==> src/design/agr_pkg.sv <==
`default_nettype none

package agr_pkg;

    localparam int AXES  = 3;
    localparam int ACC_W = 14;
    localparam int SQ_W  = 27;
    localparam int MAG_W = 28;
    localparam int MAX_EVENTS = 4;

    localparam logic [3:0] EV_NONE       = 4'd0;
    localparam logic [3:0] EV_TILT_UP    = 4'd1;
    localparam logic [3:0] EV_TILT_DOWN  = 4'd2;
    localparam logic [3:0] EV_TILT_LEFT  = 4'd3;
    localparam logic [3:0] EV_TILT_RIGHT = 4'd4;
    localparam logic [3:0] EV_FACE_UP    = 4'd5;
    localparam logic [3:0] EV_FACE_DOWN  = 4'd6;
    localparam logic [3:0] EV_FREEFALL   = 4'd7;
    localparam logic [3:0] EV_G3         = 4'd8;
    localparam logic [3:0] EV_G6         = 4'd9;
    localparam logic [3:0] EV_G8         = 4'd10;
    localparam logic [3:0] EV_SHAKE      = 4'd11;

    localparam logic [2:0] REG_SHAKE_TOL    = 3'd0;
    localparam logic [2:0] REG_SHAKE_LIMIT  = 3'd1;
    localparam logic [2:0] REG_FREEFALL     = 3'd2;
    localparam logic [2:0] REG_TILT_TOL     = 3'd3;
    localparam logic [2:0] REG_DAMPING      = 3'd4;
    localparam logic [2:0] REG_IMPULSE_LOW  = 3'd5;
    localparam logic [2:0] REG_IMPULSE_MID  = 3'd6;
    localparam logic [2:0] REG_IMPULSE_HIGH = 3'd7;

    localparam logic [7:0] SHAKE_REARM_TICKS = 8'd30;
    localparam logic [7:0] SHAKE_DECAY_TICKS = 8'd10;
    localparam logic signed [11:0] ONE_G = 12'sd1000;

    typedef struct packed {
        logic [12:0] shake_tolerance;
        logic [7:0]  shake_count_limit;
        logic [27:0] freefall_threshold;
        logic [9:0]  tilt_tolerance;
        logic [7:0]  gesture_damping;
        logic [27:0] impulse_low_threshold;
        logic [27:0] impulse_mid_threshold;
        logic [27:0] impulse_high_threshold;
    } cfg_t;

    localparam cfg_t CFG_RESET = '{
        shake_tolerance:        13'd400,
        shake_count_limit:      8'd4,
        freefall_threshold:     28'd160000,
        tilt_tolerance:         10'd200,
        gesture_damping:        8'd5,
        impulse_low_threshold:  28'd9437184,
        impulse_mid_threshold:  28'd37748736,
        impulse_high_threshold: 28'd67108864
    };

    typedef struct packed {
        logic [SQ_W-1:0] square;
        logic            crossed;
        logic            below_lo;
        logic            above_hi;
    } lane_t;

    typedef struct packed {
        logic            over_low;
        logic            over_mid;
        logic            over_high;
        logic            freefall;
        logic [AXES-1:0] crossed;
        logic [AXES-1:0] below_lo;
        logic [AXES-1:0] above_hi;
    } feat_t;

endpackage

`default_nettype wire

==> src/design/agr_sample_if.sv <==
`default_nettype none

interface agr_sample_if;
    logic                    valid;
    logic                    ready;
    logic signed [13:0]      accel_x;
    logic signed [13:0]      accel_y;
    logic signed [13:0]      accel_z;

    modport source (output valid, output accel_x, output accel_y, output accel_z,
                    input ready);
    modport sink   (input valid, input accel_x, input accel_y, input accel_z,
                    output ready);
endinterface

`default_nettype wire

==> src/design/agr_report_if.sv <==
`default_nettype none

interface agr_report_if;
    logic       valid;
    logic       ready;
    logic [3:0] event_code;
    logic       last_event;

    modport source (output valid, output event_code, output last_event, input ready);
    modport sink   (input valid, input event_code, input last_event, output ready);
endinterface

`default_nettype wire

==> src/design/agr_lane.sv <==
`default_nettype none

module agr_lane (
    input  wire logic               clk,
    input  wire logic               rst_n,
    input  wire logic               load,
    input  wire logic signed [13:0] accel,
    input  wire agr_pkg::cfg_t      cfg,
    output agr_pkg::lane_t          lane
);

    logic                  pol_reg, pol_next;
    agr_pkg::lane_t        lane_reg, lane_next;

    logic signed [14:0]    acc_ext;
    logic signed [14:0]    tol;
    logic signed [11:0]    tilt;
    logic signed [11:0]    lo;
    logic signed [11:0]    hi;
    logic signed [14:0]    lo_ext;
    logic signed [14:0]    hi_ext;
    logic signed [27:0]    prod;
    logic                  crossed;

    always_comb
    begin
        acc_ext = {accel[13], accel};
        tol     = {2'b00, cfg.shake_tolerance};
        tilt    = {2'b00, cfg.tilt_tolerance};
        lo      = tilt - agr_pkg::ONE_G;
        hi      = agr_pkg::ONE_G - tilt;
        lo_ext  = {{3{lo[11]}}, lo};
        hi_ext  = {{3{hi[11]}}, hi};
        prod    = accel * accel;
        crossed = pol_reg ? (acc_ext < -tol) : (acc_ext > tol);
    end

    always_comb
    begin
        pol_next  = pol_reg;
        lane_next = lane_reg;
        if (load)
        begin
            pol_next           = pol_reg ^ crossed;
            lane_next.square   = prod[agr_pkg::SQ_W-1:0];
            lane_next.crossed  = crossed;
            lane_next.below_lo = acc_ext < lo_ext;
            lane_next.above_hi = acc_ext > hi_ext;
        end
    end

    always_ff @(posedge clk or negedge rst_n)
    begin
        if (!rst_n)
        begin
            pol_reg <= 1'b0;
        end
        else
        begin
            pol_reg <= pol_next;
        end
    end

    always_ff @(posedge clk)
    begin
        lane_reg <= lane_next;
    end

    assign lane = lane_reg;

endmodule

`default_nettype wire

==> src/design/agr_merge.sv <==
`default_nettype none

module agr_merge (
    input  wire logic           clk,
    input  wire logic           rst_n,
    input  wire logic           lane_valid,
    input  wire agr_pkg::lane_t lane [agr_pkg::AXES],
    input  wire agr_pkg::cfg_t  cfg,
    output logic                lane_ready,
    output logic                feat_valid,
    input  wire logic           feat_ready,
    output agr_pkg::feat_t      feat
);

    logic                      valid_reg, valid_next;
    agr_pkg::feat_t            feat_reg, feat_next;
    logic [agr_pkg::MAG_W-1:0] mag;

    assign lane_ready = !valid_reg || feat_ready;

    always_comb
    begin
        mag = {1'b0, lane[0].square} + {1'b0, lane[1].square} + {1'b0, lane[2].square};
    end

    always_comb
    begin
        valid_next = valid_reg;
        feat_next  = feat_reg;
        if (lane_ready)
        begin
            valid_next = lane_valid;
            feat_next.over_low  = mag > cfg.impulse_low_threshold;
            feat_next.over_mid  = mag > cfg.impulse_mid_threshold;
            feat_next.over_high = mag > cfg.impulse_high_threshold;
            feat_next.freefall  = mag < cfg.freefall_threshold;
            for (int i = 0; i < agr_pkg::AXES; i++)
            begin
                feat_next.crossed[i]  = lane[i].crossed;
                feat_next.below_lo[i] = lane[i].below_lo;
                feat_next.above_hi[i] = lane[i].above_hi;
            end
        end
    end

    always_ff @(posedge clk or negedge rst_n)
    begin
        if (!rst_n)
        begin
            valid_reg <= 1'b0;
        end
        else
        begin
            valid_reg <= valid_next;
        end
    end

    always_ff @(posedge clk)
    begin
        feat_reg <= feat_next;
    end

    assign feat_valid = valid_reg;
    assign feat       = feat_reg;

endmodule

`default_nettype wire

==> src/design/agr_track.sv <==
`default_nettype none

module agr_track (
    input  wire logic            clk,
    input  wire logic            rst_n,
    input  wire logic            feat_valid,
    output logic                 feat_ready,
    input  wire agr_pkg::feat_t  feat,
    input  wire agr_pkg::cfg_t   cfg,
    agr_report_if.source         report
);

    logic [2:0] armed_reg, armed_next;
    logic [7:0] quiet_reg, quiet_next;
    logic [7:0] count_reg, count_next;
    logic [7:0] timer_reg, timer_next;
    logic       shaken_reg, shaken_next;
    logic [7:0] hold_reg, hold_next;
    logic [3:0] cand_reg, cand_next;
    logic [3:0] rep_reg, rep_next;

    logic [3:0] evbuf_reg [agr_pkg::MAX_EVENTS];
    logic [3:0] evbuf_next [agr_pkg::MAX_EVENTS];
    logic [2:0] evlen_reg, evlen_next;
    logic [1:0] evpos_reg, evpos_next;

    logic [3:0] ev [agr_pkg::MAX_EVENTS];
    logic [2:0] n;
    logic       shake;
    logic [3:0] posture;
    logic       pop;
    logic       last_pop;
    logic       take;

    assign report.valid      = evlen_reg != 3'd0;
    assign report.event_code = evbuf_reg[evpos_reg];
    assign report.last_event = {1'b0, evpos_reg} == (evlen_reg - 3'd1);

    assign pop        = report.valid && report.ready;
    assign last_pop   = pop && report.last_event;
    assign feat_ready = !report.valid || last_pop;
    assign take       = feat_valid && feat_ready;

    always_comb
    begin
        armed_next  = armed_reg;
        quiet_next  = quiet_reg;
        count_next  = count_reg;
        timer_next  = timer_reg;
        shaken_next = shaken_reg;
        hold_next   = hold_reg;
        cand_next   = cand_reg;
        rep_next    = rep_reg;
        shake       = 1'b0;
        posture     = agr_pkg::EV_NONE;
        n           = 3'd0;
        for (int i = 0; i < agr_pkg::MAX_EVENTS; i++)
        begin
            ev[i] = agr_pkg::EV_NONE;
        end

        // impulse events, each fires once until the magnitude has gone quiet
        if (feat.over_low)
        begin
            if (!armed_next[0])
            begin
                ev[n[1:0]]    = agr_pkg::EV_G3;
                n             = n + 3'd1;
                armed_next[0] = 1'b1;
            end
            if (feat.over_mid && !armed_next[1])
            begin
                ev[n[1:0]]    = agr_pkg::EV_G6;
                n             = n + 3'd1;
                armed_next[1] = 1'b1;
            end
            if (feat.over_high && !armed_next[2])
            begin
                ev[n[1:0]]    = agr_pkg::EV_G8;
                n             = n + 3'd1;
                armed_next[2] = 1'b1;
            end
            quiet_next = 8'd0;
        end
        if (quiet_next < cfg.gesture_damping)
        begin
            quiet_next = quiet_next + 8'd1;
        end
        else
        begin
            armed_next = 3'b000;
        end

        // zero crossing count with decay and re-arm
        if ((|feat.crossed) && count_next < cfg.shake_count_limit)
        begin
            count_next = count_next + 8'd1;
            if (count_next == 8'd1)
            begin
                timer_next = 8'd0;
            end
            if (count_next == cfg.shake_count_limit)
            begin
                shaken_next = 1'b1;
                timer_next  = 8'd0;
                shake       = 1'b1;
            end
        end
        if (!shake && count_next != 8'd0)
        begin
            timer_next = timer_next + 8'd1;
            if (shaken_next && timer_next >= agr_pkg::SHAKE_REARM_TICKS)
            begin
                shaken_next = 1'b0;
                timer_next  = 8'd0;
                count_next  = 8'd0;
            end
            else if (!shaken_next && timer_next >= agr_pkg::SHAKE_DECAY_TICKS)
            begin
                timer_next = 8'd0;
                count_next = count_next - 8'd1;
            end
        end

        priority if (feat.freefall)    posture = agr_pkg::EV_FREEFALL;
        else if (feat.below_lo[0])     posture = agr_pkg::EV_TILT_LEFT;
        else if (feat.above_hi[0])     posture = agr_pkg::EV_TILT_RIGHT;
        else if (feat.below_lo[1])     posture = agr_pkg::EV_TILT_DOWN;
        else if (feat.above_hi[1])     posture = agr_pkg::EV_TILT_UP;
        else if (feat.below_lo[2])     posture = agr_pkg::EV_FACE_UP;
        else if (feat.above_hi[2])     posture = agr_pkg::EV_FACE_DOWN;
        else                           posture = agr_pkg::EV_NONE;

        // debounce: a shake reports at once, else a posture once it has held long enough
        if (shake)
        begin
            rep_next   = agr_pkg::EV_SHAKE;
            ev[n[1:0]] = agr_pkg::EV_SHAKE;
            n          = n + 3'd1;
        end
        else
        begin
            if (posture == cand_next)
            begin
                if (hold_next < cfg.gesture_damping)
                begin
                    hold_next = hold_next + 8'd1;
                end
            end
            else
            begin
                cand_next = posture;
                hold_next = 8'd0;
            end
            if (cand_next != rep_next && hold_next >= cfg.gesture_damping)
            begin
                rep_next   = cand_next;
                ev[n[1:0]] = cand_next;
                n          = n + 3'd1;
            end
        end
    end

    always_comb
    begin
        evbuf_next = evbuf_reg;
        evlen_next = evlen_reg;
        evpos_next = evpos_reg;
        if (take)
        begin
            evbuf_next = ev;
            evlen_next = n;
            evpos_next = 2'd0;
        end
        else if (last_pop)
        begin
            evlen_next = 3'd0;
            evpos_next = 2'd0;
        end
        else if (pop)
        begin
            evpos_next = evpos_reg + 2'd1;
        end
    end

    always_ff @(posedge clk or negedge rst_n)
    begin
        if (!rst_n)
        begin
            armed_reg  <= 3'b111;
            quiet_reg  <= 8'd0;
            count_reg  <= 8'd0;
            timer_reg  <= 8'd0;
            shaken_reg <= 1'b0;
            hold_reg   <= 8'd0;
            cand_reg   <= agr_pkg::EV_NONE;
            rep_reg    <= agr_pkg::EV_NONE;
            evlen_reg  <= 3'd0;
            evpos_reg  <= 2'd0;
        end
        else
        begin
            if (take)
            begin
                armed_reg  <= armed_next;
                quiet_reg  <= quiet_next;
                count_reg  <= count_next;
                timer_reg  <= timer_next;
                shaken_reg <= shaken_next;
                hold_reg   <= hold_next;
                cand_reg   <= cand_next;
                rep_reg    <= rep_next;
            end
            evlen_reg <= evlen_next;
            evpos_reg <= evpos_next;
        end
    end

    always_ff @(posedge clk)
    begin
        evbuf_reg <= evbuf_next;
    end

    a_len_bound: assert property (@(posedge clk) disable iff (!rst_n)
        evlen_reg <= 3'd4)
        else $error("event count out of range");

    a_empty_pos: assert property (@(posedge clk) disable iff (!rst_n)
        evlen_reg == 3'd0 |-> evpos_reg == 2'd0)
        else $error("read position left behind on empty buffer");

    a_shake_count: assert property (@(posedge clk) disable iff (!rst_n)
        shaken_reg |-> count_reg != 8'd0)
        else $error("shake reported with no crossings counted");

    a_cand_range: assert property (@(posedge clk) disable iff (!rst_n)
        cand_reg <= agr_pkg::EV_FREEFALL && rep_reg <= agr_pkg::EV_SHAKE)
        else $error("gesture code out of range");

    a_stall_hold: assert property (@(posedge clk) disable iff (!rst_n)
        feat_valid && !feat_ready |=> $stable(count_reg) && $stable(rep_reg))
        else $error("tracking state moved while stalled");

endmodule

`default_nettype wire

==> src/design/accel_gesture_recognizer.sv <==
// Accelerometer gesture recogniser.
// sample: one three-axis acceleration word per handshake (milli-g, signed).
// report: event words, each an event code and a flag on the final event of
//   its sample; a sample gives zero to four events, in the order g3, g6, g8,
//   then one gesture (posture, freefall, shake or return to none).
// APB port: eight registers at byte addresses 0 to 28, written in the access
//   cycle, read back at any time; pready is always high. Write only while idle.
// The events of a sample pass the lane register, the magnitude register and
//   the event buffer before the first of them is offered.
// Throughput: one sample per cycle while each gives at most one event and the
//   receiver is ready; a sample with more events holds the event buffer until
//   its final word is taken, as that buffer shows one event word per cycle.
// Reset clears all tracking state and loads the register defaults; the
//   impulse events start disarmed.
// When the receiver stalls the event buffer holds, and the two stages in front
//   of it still take up to two more samples before sample.ready drops.
`default_nettype none

module accel_gesture_recognizer (
    input  wire logic        clk,
    input  wire logic        rst_n,
    agr_sample_if.sink       sample,
    agr_report_if.source     report,
    input  wire logic        psel,
    input  wire logic        penable,
    input  wire logic        pwrite,
    input  wire logic [4:0]  paddr,
    input  wire logic [31:0] pwdata,
    output logic      [31:0] prdata,
    output logic             pready
);

    agr_pkg::cfg_t       cfg_reg, cfg_next;
    logic                lane_valid_reg, lane_valid_next;
    logic [2:0]          index;
    logic                wr;

    logic signed [13:0]  accel [agr_pkg::AXES];
    agr_pkg::lane_t      lane [agr_pkg::AXES];
    logic                lane_ready;
    logic                load;
    logic                feat_valid;
    logic                feat_ready;
    agr_pkg::feat_t      feat;

    assign pready = 1'b1;
    assign index  = paddr[4:2];
    assign wr     = psel && penable && pwrite && pready;

    always_comb
    begin
        cfg_next = cfg_reg;
        if (wr)
        begin
            unique case (index)
                agr_pkg::REG_SHAKE_TOL:    cfg_next.shake_tolerance        = pwdata[12:0];
                agr_pkg::REG_SHAKE_LIMIT:  cfg_next.shake_count_limit      = pwdata[7:0];
                agr_pkg::REG_FREEFALL:     cfg_next.freefall_threshold     = pwdata[27:0];
                agr_pkg::REG_TILT_TOL:     cfg_next.tilt_tolerance         = pwdata[9:0];
                agr_pkg::REG_DAMPING:      cfg_next.gesture_damping        = pwdata[7:0];
                agr_pkg::REG_IMPULSE_LOW:  cfg_next.impulse_low_threshold  = pwdata[27:0];
                agr_pkg::REG_IMPULSE_MID:  cfg_next.impulse_mid_threshold  = pwdata[27:0];
                agr_pkg::REG_IMPULSE_HIGH: cfg_next.impulse_high_threshold = pwdata[27:0];
            endcase
        end
    end

    always_comb
    begin
        unique case (index)
            agr_pkg::REG_SHAKE_TOL:    prdata = {19'd0, cfg_reg.shake_tolerance};
            agr_pkg::REG_SHAKE_LIMIT:  prdata = {24'd0, cfg_reg.shake_count_limit};
            agr_pkg::REG_FREEFALL:     prdata = {4'd0, cfg_reg.freefall_threshold};
            agr_pkg::REG_TILT_TOL:     prdata = {22'd0, cfg_reg.tilt_tolerance};
            agr_pkg::REG_DAMPING:      prdata = {24'd0, cfg_reg.gesture_damping};
            agr_pkg::REG_IMPULSE_LOW:  prdata = {4'd0, cfg_reg.impulse_low_threshold};
            agr_pkg::REG_IMPULSE_MID:  prdata = {4'd0, cfg_reg.impulse_mid_threshold};
            agr_pkg::REG_IMPULSE_HIGH: prdata = {4'd0, cfg_reg.impulse_high_threshold};
        endcase
    end

    assign sample.ready = !lane_valid_reg || lane_ready;
    assign load         = sample.valid && sample.ready;

    always_comb
    begin
        lane_valid_next = lane_valid_reg;
        if (sample.ready)
        begin
            lane_valid_next = sample.valid;
        end
    end

    always_ff @(posedge clk or negedge rst_n)
    begin
        if (!rst_n)
        begin
            cfg_reg        <= agr_pkg::CFG_RESET;
            lane_valid_reg <= 1'b0;
        end
        else
        begin
            cfg_reg        <= cfg_next;
            lane_valid_reg <= lane_valid_next;
        end
    end

    assign accel[0] = sample.accel_x;
    assign accel[1] = sample.accel_y;
    assign accel[2] = sample.accel_z;

    for (genvar i = 0; i < agr_pkg::AXES; i++)
    begin : g_lane
        agr_lane u_lane (
            .clk   (clk),
            .rst_n (rst_n),
            .load  (load),
            .accel (accel[i]),
            .cfg   (cfg_reg),
            .lane  (lane[i])
        );
    end

    agr_merge u_merge (
        .clk        (clk),
        .rst_n      (rst_n),
        .lane_valid (lane_valid_reg),
        .lane       (lane),
        .cfg        (cfg_reg),
        .lane_ready (lane_ready),
        .feat_valid (feat_valid),
        .feat_ready (feat_ready),
        .feat       (feat)
    );

    agr_track u_track (
        .clk        (clk),
        .rst_n      (rst_n),
        .feat_valid (feat_valid),
        .feat_ready (feat_ready),
        .feat       (feat),
        .cfg        (cfg_reg),
        .report     (report)
    );

endmodule

`default_nettype wire

==> src/flat_wrapper.sv <==
// flat-port wrapper written by rule: the top's interface ports become plain ports
module accel_gesture_recognizer_flat 
  (clk, rst_n, psel, penable, pwrite, paddr, pwdata, prdata, pready, sample_valid, sample_accel_x, sample_accel_y, sample_accel_z, sample_ready, report_valid, report_event_code, report_last_event, report_ready);
  agr_sample_if sample_i ();
  agr_report_if report_i ();
  input  wire logic clk;
  input  wire logic rst_n;
  input  wire logic psel;
  input  wire logic penable;
  input  wire logic pwrite;
  input  wire logic [4:0] paddr;
  input  wire logic [31:0] pwdata;
  output logic      [31:0] prdata;
  output logic pready;
  input wire logic [$bits(sample_i.valid)-1:0] sample_valid;
  input wire logic [$bits(sample_i.accel_x)-1:0] sample_accel_x;
  input wire logic [$bits(sample_i.accel_y)-1:0] sample_accel_y;
  input wire logic [$bits(sample_i.accel_z)-1:0] sample_accel_z;
  output wire logic [$bits(sample_i.ready)-1:0] sample_ready;
  output wire logic [$bits(report_i.valid)-1:0] report_valid;
  output wire logic [$bits(report_i.event_code)-1:0] report_event_code;
  output wire logic [$bits(report_i.last_event)-1:0] report_last_event;
  input wire logic [$bits(report_i.ready)-1:0] report_ready;
  assign sample_i.valid = sample_valid;
  assign sample_i.accel_x = sample_accel_x;
  assign sample_i.accel_y = sample_accel_y;
  assign sample_i.accel_z = sample_accel_z;
  assign sample_ready = sample_i.ready;
  assign report_valid = report_i.valid;
  assign report_event_code = report_i.event_code;
  assign report_last_event = report_i.last_event;
  assign report_i.ready = report_ready;
  accel_gesture_recognizer u_core (.clk(clk), .rst_n(rst_n), .sample(sample_i), .report(report_i), .psel(psel), .penable(penable), .pwrite(pwrite), .paddr(paddr), .pwdata(pwdata), .prdata(prdata), .pready(pready));
endmodule
==> config.mk <==
export PLATFORM = sky130hd
export DESIGN_NAME = accel_gesture_recognizer_flat
export DESIGN_NICKNAME = d
export VERILOG_FILES = /design/src/design/agr_pkg.sv /design/src/design/agr_sample_if.sv /design/src/design/agr_report_if.sv /design/src/design/agr_lane.sv /design/src/design/agr_merge.sv /design/src/design/agr_track.sv /design/src/design/accel_gesture_recognizer.sv /design/src/flat_wrapper.sv
export SDC_FILE = /design/constraint.sdc
export NUM_CORES = 2
export LEC_CHECK = 0
export BUFFER_PORTS_ARGS = -buffer_cell sky130_fd_sc_hd__buf_2
export CAP_MARGIN = 5
export CORE_MARGIN = 2
export CORE_UTILIZATION = 40
export DETAILED_ROUTE_END_ITERATION = 8
export SYNTH_ARGS = -nofsm -noshare
export SYNTH_HDL_FRONTEND = slang
export SYNTH_SLANG_ARGS = --single-unit
==> constraint.sdc <==
create_clock -name clk -period 6.2 [get_ports clk]
set_clock_uncertainty 0.05 [all_clocks]
set_input_delay 1.24 -clock clk [delete_from_list [all_inputs] [get_ports clk]]
set_output_delay 1.24 -clock clk [all_outputs]
set_load 0.02 [all_outputs]
# Word level (Yosys, flattened, before mapping)
# Index checks and enable logic that the tools add are counted.
# W data, S select, Z words.
[op_classes]
addsub = 15
multipliers = 3
n_lt_le_gt_ge = 29
n_eq_ne = 15
mux = 71
n_bitwise = 17
reduce_logical = 46
[ops]
columns = ["op", "count"]
rows = [
  ["$pmux W32 S8", 1],
  ["$mux W8", 15],
  ["$mux W16", 6],
  ["$gt A28 B28 Y1", 3],
  ["$mul A14 B14 Y27", 3],
  ["$mux W3", 18],
  ["$lt A14 B15 Y1", 3],
  ["$mux W4", 11],
  ["$gt A14 B11 Y1", 3],
  ["$gt A14 B14 Y1", 3],
  ["$lt A14 B11 Y1", 3],
  ["$add A8 B1 Y8 const B", 4],
  ["$add A27 B27 Y28", 1],
  ["$add A28 B27 Y28", 1],
  ["$lt A28 B28 Y1", 1],
  ["$demux W4 S2", 3],
  ["$lt A8 B8 Y1", 3],
  ["$reduce_and A2 Y1", 11],
  ["$and A8 B8 Y8", 2],
  ["$bwmux W16", 1],
  ["$logic_and A1 B1 Y1", 16],
  ["$not A8 Y8", 2],
  ["$or A8 B8 Y8", 2],
  ["$neg A13 Y15", 1],
  ["other kinds (38)", 79],
]
[totals]
register_bits = 324
elab_cells = 244

# Logic depth before layout (Yosys ltp)
[depth]
depth_word = 17
ltp_mapped = 26
mapped_depth_nobuf = 25

# Hierarchy
# From an unflattened synthesis, not the netlist that was laid out.
[unflattened]
hier_cells = 4751
hier_area_um2 = 45605.0
[modules_own_cells]
columns = ["mod", "n_inst", "cells_each", "area_per_inst_um2", "seq_area_each_um2"]
rows = [
  ["agr_lane at u_core.g_lane[1].u_lane", 1, 1007, 9351.5, 895.9],
  ["agr_lane at u_core.g_lane[0].u_lane", 1, 995, 9311.4, 895.9],
  ["agr_lane at u_core.g_lane[2].u_lane", 1, 996, 9295.2, 895.9],
  ["accel_gesture_recognizer", 1, 500, 7070.5, 3827.4],
  ["agr_track", 1, 644, 5489.0, 1710.4],
  ["agr_merge", 1, 609, 5087.4, 415.4],
]

# Worst setup path after synthesis
# No wires, ideal clock.
[synth_timing]
kind = "input to register"
from = "input sample_accel_z[2]"
to = "register u_core.g_lane[2].u_lane.lane_reg (netlist bit u_core.g_lane[2].u_lane.lane[29]), data pin"
arrival_time_ps = 6894
setup_slack_ps = -1004
cell_stages = 22
cell_sequence = "clkbuf_1 -> nand2_1 -> inv_1 -> fa_1 -> fa_1 -> inv_1 -> fa_1 -> inv_1 -> fa_1 -> fa_1 -> inv_1 -> fa_1 -> inv_1 -> ha_1 -> nand2_1 -> or3_1 -> o21bai_1 -> a41o_1 -> nor3_1 -> o21bai_1 -> a21oi_1 -> xnor2_1"
[synth_between]
elab_chain_len = 1
[synth_lines]
columns = ["element", "line_no", "rtl"]
rows = [
  ["from (decl)", "flat_wrapper.sv:18", "input wire logic [$bits(sample_i.accel_z)-1:0] sample_accel_z;"],
  ["$mul A14 B14 Y27", "agr_lane.sv:34", "prod = accel * accel;"],
  ["net u_core.g_lane[2].u_lane.prod[26]", "agr_lane.sv:22", "logic signed [27:0] prod;"],
  ["to (signal assigned)", "agr_lane.sv:66", "lane_reg <= lane_next;"],
  ["to (decl)", "agr_lane.sv:13", "agr_pkg::lane_t lane_reg, lane_next;"],
]
# The timed path passes the listed nets, and every way through them passes these cells.
# A chain may end at the register's enable or synchronous reset.

# Worst setup path after layout
[layout_timing]
from = "input sample_accel_z[13]"
to = "register u_core.g_lane[2].u_lane.lane_reg (netlist bit u_core.g_lane[2].u_lane.lane[29]), data pin"
# Same word-level chain as after synthesis.

==> results.md <==
* First-pass GRT wire length at between 150000 and 200000 microns
* Clk sinks at 321
* Worst-path clk slew at 60 ps
* RSZ-0062 raised after global routing: yes
* DRC viols at 0
* Pin count of the biggest net entering global routing at 106
* Die width at 330 microns
* Clock tree buffer depth at 3
* Critical Path Sink Type: register
* Final setup viols at 0
* Achievable Freq at ~160 MHz
* Hpwl dp at 92500 microns
* Antenna-violating nets left at 0
* CP required at around 6500 ps
* Asr flop ratio synth at 63.9%
* Via count at roughly 33000
* Max-slew headroom at 20.5%
* Die H at 330 microns
* GPL Wtd Cong at 0.901
* Post-DR wirelength/cell at 17.1 microns
* Max stage delay on crit path at 540 ps
* Port-buffer cells at around 110
* H-tree levels at 2
* Final hold slack at 370 ps
* Layout cells sized above 1 at 18.7%
* Layout Nets at 6240
* Main synth FF type: dfrtp_1
* Die area at 109000 sq um
* Vias in the first global route at roughly 34000
* Post-CTS Hold Buffers at 0
* Routed WL at 111000 microns
* Final period utilization at 99.4%
* Root cell of the clock tree: clkbuf_16
* Io pins at about 130
* Rows at 119
* Total core area at 105000 sq um
* Worst path bufs/invs at 6
* Detailed Routing Iterations Pass 1 at 5
* CP delay by family, top: adder cells
* Final Hold Vio Count at 0
* Cell Area, Synth at 42600 sq um
* Initial antenna violation count at 4
* Slew Limit Fails at 0
* Synth cell types at 87
* Worst Setup Path Type: in2reg
* Max FFs per register at 151
* Slowest stage cell, crit path: fa_1
* 1st-iter DRT viols at roughly 1800
* Status: finished clean
* WP data arrival at 6450 ps
* Starting Density at 40.4%
* Gate Count Post-Synth at 4570
* Flops & latches, synth at 321
* Via density at 5.07
* TritonCTS Buffers at 38
* GRT Util Overall at 21.0%
* Largest fanout on the critical path at 15
* Critical path startpoint category: input pin
* Hold crit path type: reg2reg
* Layout overhead on the synthesized area at 19.3%
* Cells along the critical path: buf_12 -> buf_8 -> and2_4 -> fa_1 -> inv_1 -> fa_1 -> inv_1 -> fa_1 -> fa_2 -> fa_1 -> inv_2 -> fa_1 -> inv_2 -> ha_4 -> o21a_1 -> o21ai_2 -> or3_4 -> o21bai_4 -> a41o_1 -> nor3_2 -> o21bai_1 -> a21oi_1 -> xnor2_1
* EDFF count, synth at approximately 120
* CTS tree: built
* Syn Area/Cell at ~9.3 sq um
* Max cap viols at 0
* Post-synthesis sequential area ratio at 20.3%
* Actual slew at the worst max-slew pin at 1180 ps
* Top cell by count, worst path: fa_1
* Congestion Overflow GR at 0
* Synth warn at 0
* Fin crit period at 6160 ps
* Clock latency on the worst-skew pair at 590 ps
-- final cells by class --
cell class / count / area (sq um)
Antenna cell: 4 / 10.0
Clock buffer: 48 / 1050
Clock inverter: 22 / 298
Fill cell: 9999 / 54600
Inverter: 926 / 3490
Multi-Input combinational cell: 3195 / 30900
Sequential cell: 321 / 8640
Tap cell: 1391 / 1740
Timing Repair Buffer: 601 / 4670
-- routing by layer --
metal / GRT usage (%) / share of wire, %
met1: 27.4 / 43
met2: 37.2 / 50
met3: 1.62 / 3.5
met4: 6.29 / 2.8
met5: 0 / 0
-- logic make-up (layout without fill, tap and decap cells) --
| group | after synthesis | after routing | share of synthesized area [%] |
|---|---|---|---|
| compound gates | 818 | 818 | 12.2 |
| xor+xnor | 190 | 190 | 3.94 |
| fa+ha+maj | 1071 | 1071 | 40.9 |
| buf+inv | 1064 | 1597 | 9.48 |
| flops | 321 | 321 | 20.3 |
| mux | 48 | 48 | 1.39 |
| other cells | 2 | 16 | 0.0176 |
| simple gates | 1056 | 1056 | 11.8 |
-- cells in the mapped netlist, types with 63 or more instances --
master | number | area share (%)
a21oi_1 | 168 | 2.0
fa_1 | 538 | 25
ha_1 | 533 | 16
and2_1 | 101 | 1.5
inv_1 | 922 | 8.1
nor2_1 | 163 | 1.4
clkbuf_1 | 115 | 1.0
o21a_1 | 63 | 1.1
a21o_1 | 89 | 1.6
dfrtp_1 | 183 | 11
xnor2_1 | 131 | 2.7
o21ai_0 | 267 | 3.1
nor2b_1 | 88 | 1.3
nand2_1 | 447 | 3.9
edfxtp_1 | 116 | 8.2
-- per-stage QoR --
| stage | worst slack, ps | TNS [ps] | area (sq um) | utilization, % | cells |
|---|---|---|---|---|---|
| final | 36.6 | 0 | 50800 | 48.2 | 6508 |
| after global routing | -176 | -914 | 50800 | 48.2 | 6507 |
| after CTS | 0.706 | 0 | 50100 | 47.5 | 6484 |
| after detailed placement | -833 | -20490 | 48400 | 45.9 | 6409 |
| after global placement | -827 | -20020 | 48400 | 45.9 | 6409 |
| after floorplan | -441 | -3700 | 43500 | - | 4580 |
-- worst paths after layout --
path	startpoint	to	slack, ps	cells past startpoint
max	sample_accel_z[13]	u_core.g_lane[2].u_lane.lane[29]$_DFFE_PP_	40	23
min	u_core.g_lane[2].u_lane.lane[2]$_DFFE_PP_	u_core.u_merge.feat[8]$_DFFE_PP_	370	0
max reg2reg	u_core.u_track.count_reg[0]$_DFFE_PN0P_	u_core.u_track.count_reg[7]$_DFFE_PN0P_	780	19
min reg2reg	u_core.g_lane[2].u_lane.lane[2]$_DFFE_PP_	u_core.u_merge.feat[8]$_DFFE_PP_	370	0
max in group asynchronous	rst_n	u_core.cfg_reg[73]$_DFFE_PN0P_	4080	2
min in group asynchronous	rst_n	u_core.u_track.evlen_reg[2]$_DFFE_PN0P_	670	1
-- layout by cell type, fill, tap and decap left out, drive strengths merged, types with 22 or more instances in the layout --
cell type,instances
o21ai,269
nand2,447
mux2i,23
nand4,40
a21o,89
inv,923
nor2,166
nand2b,49
fa,538
dfrtp,183
and2,102
xor2,58
xnor2,131
clkbuf,55
dfstp,22
a21oi,168
buf,594
edfxtp,116
nor2b,88
o21a,63
nor3,47
nand3,52
ha,533
-- timing repair --
item,in CTS,in global routing
buffers inserted,5,22
pin swaps,47,137
gates cloned,0,0
gates resized for setup,71,204
setup endpoints to repair,12,24
Power is not shown: default switching activity piles up to over one toggle a cycle in this logic, so the estimate is an artifact.
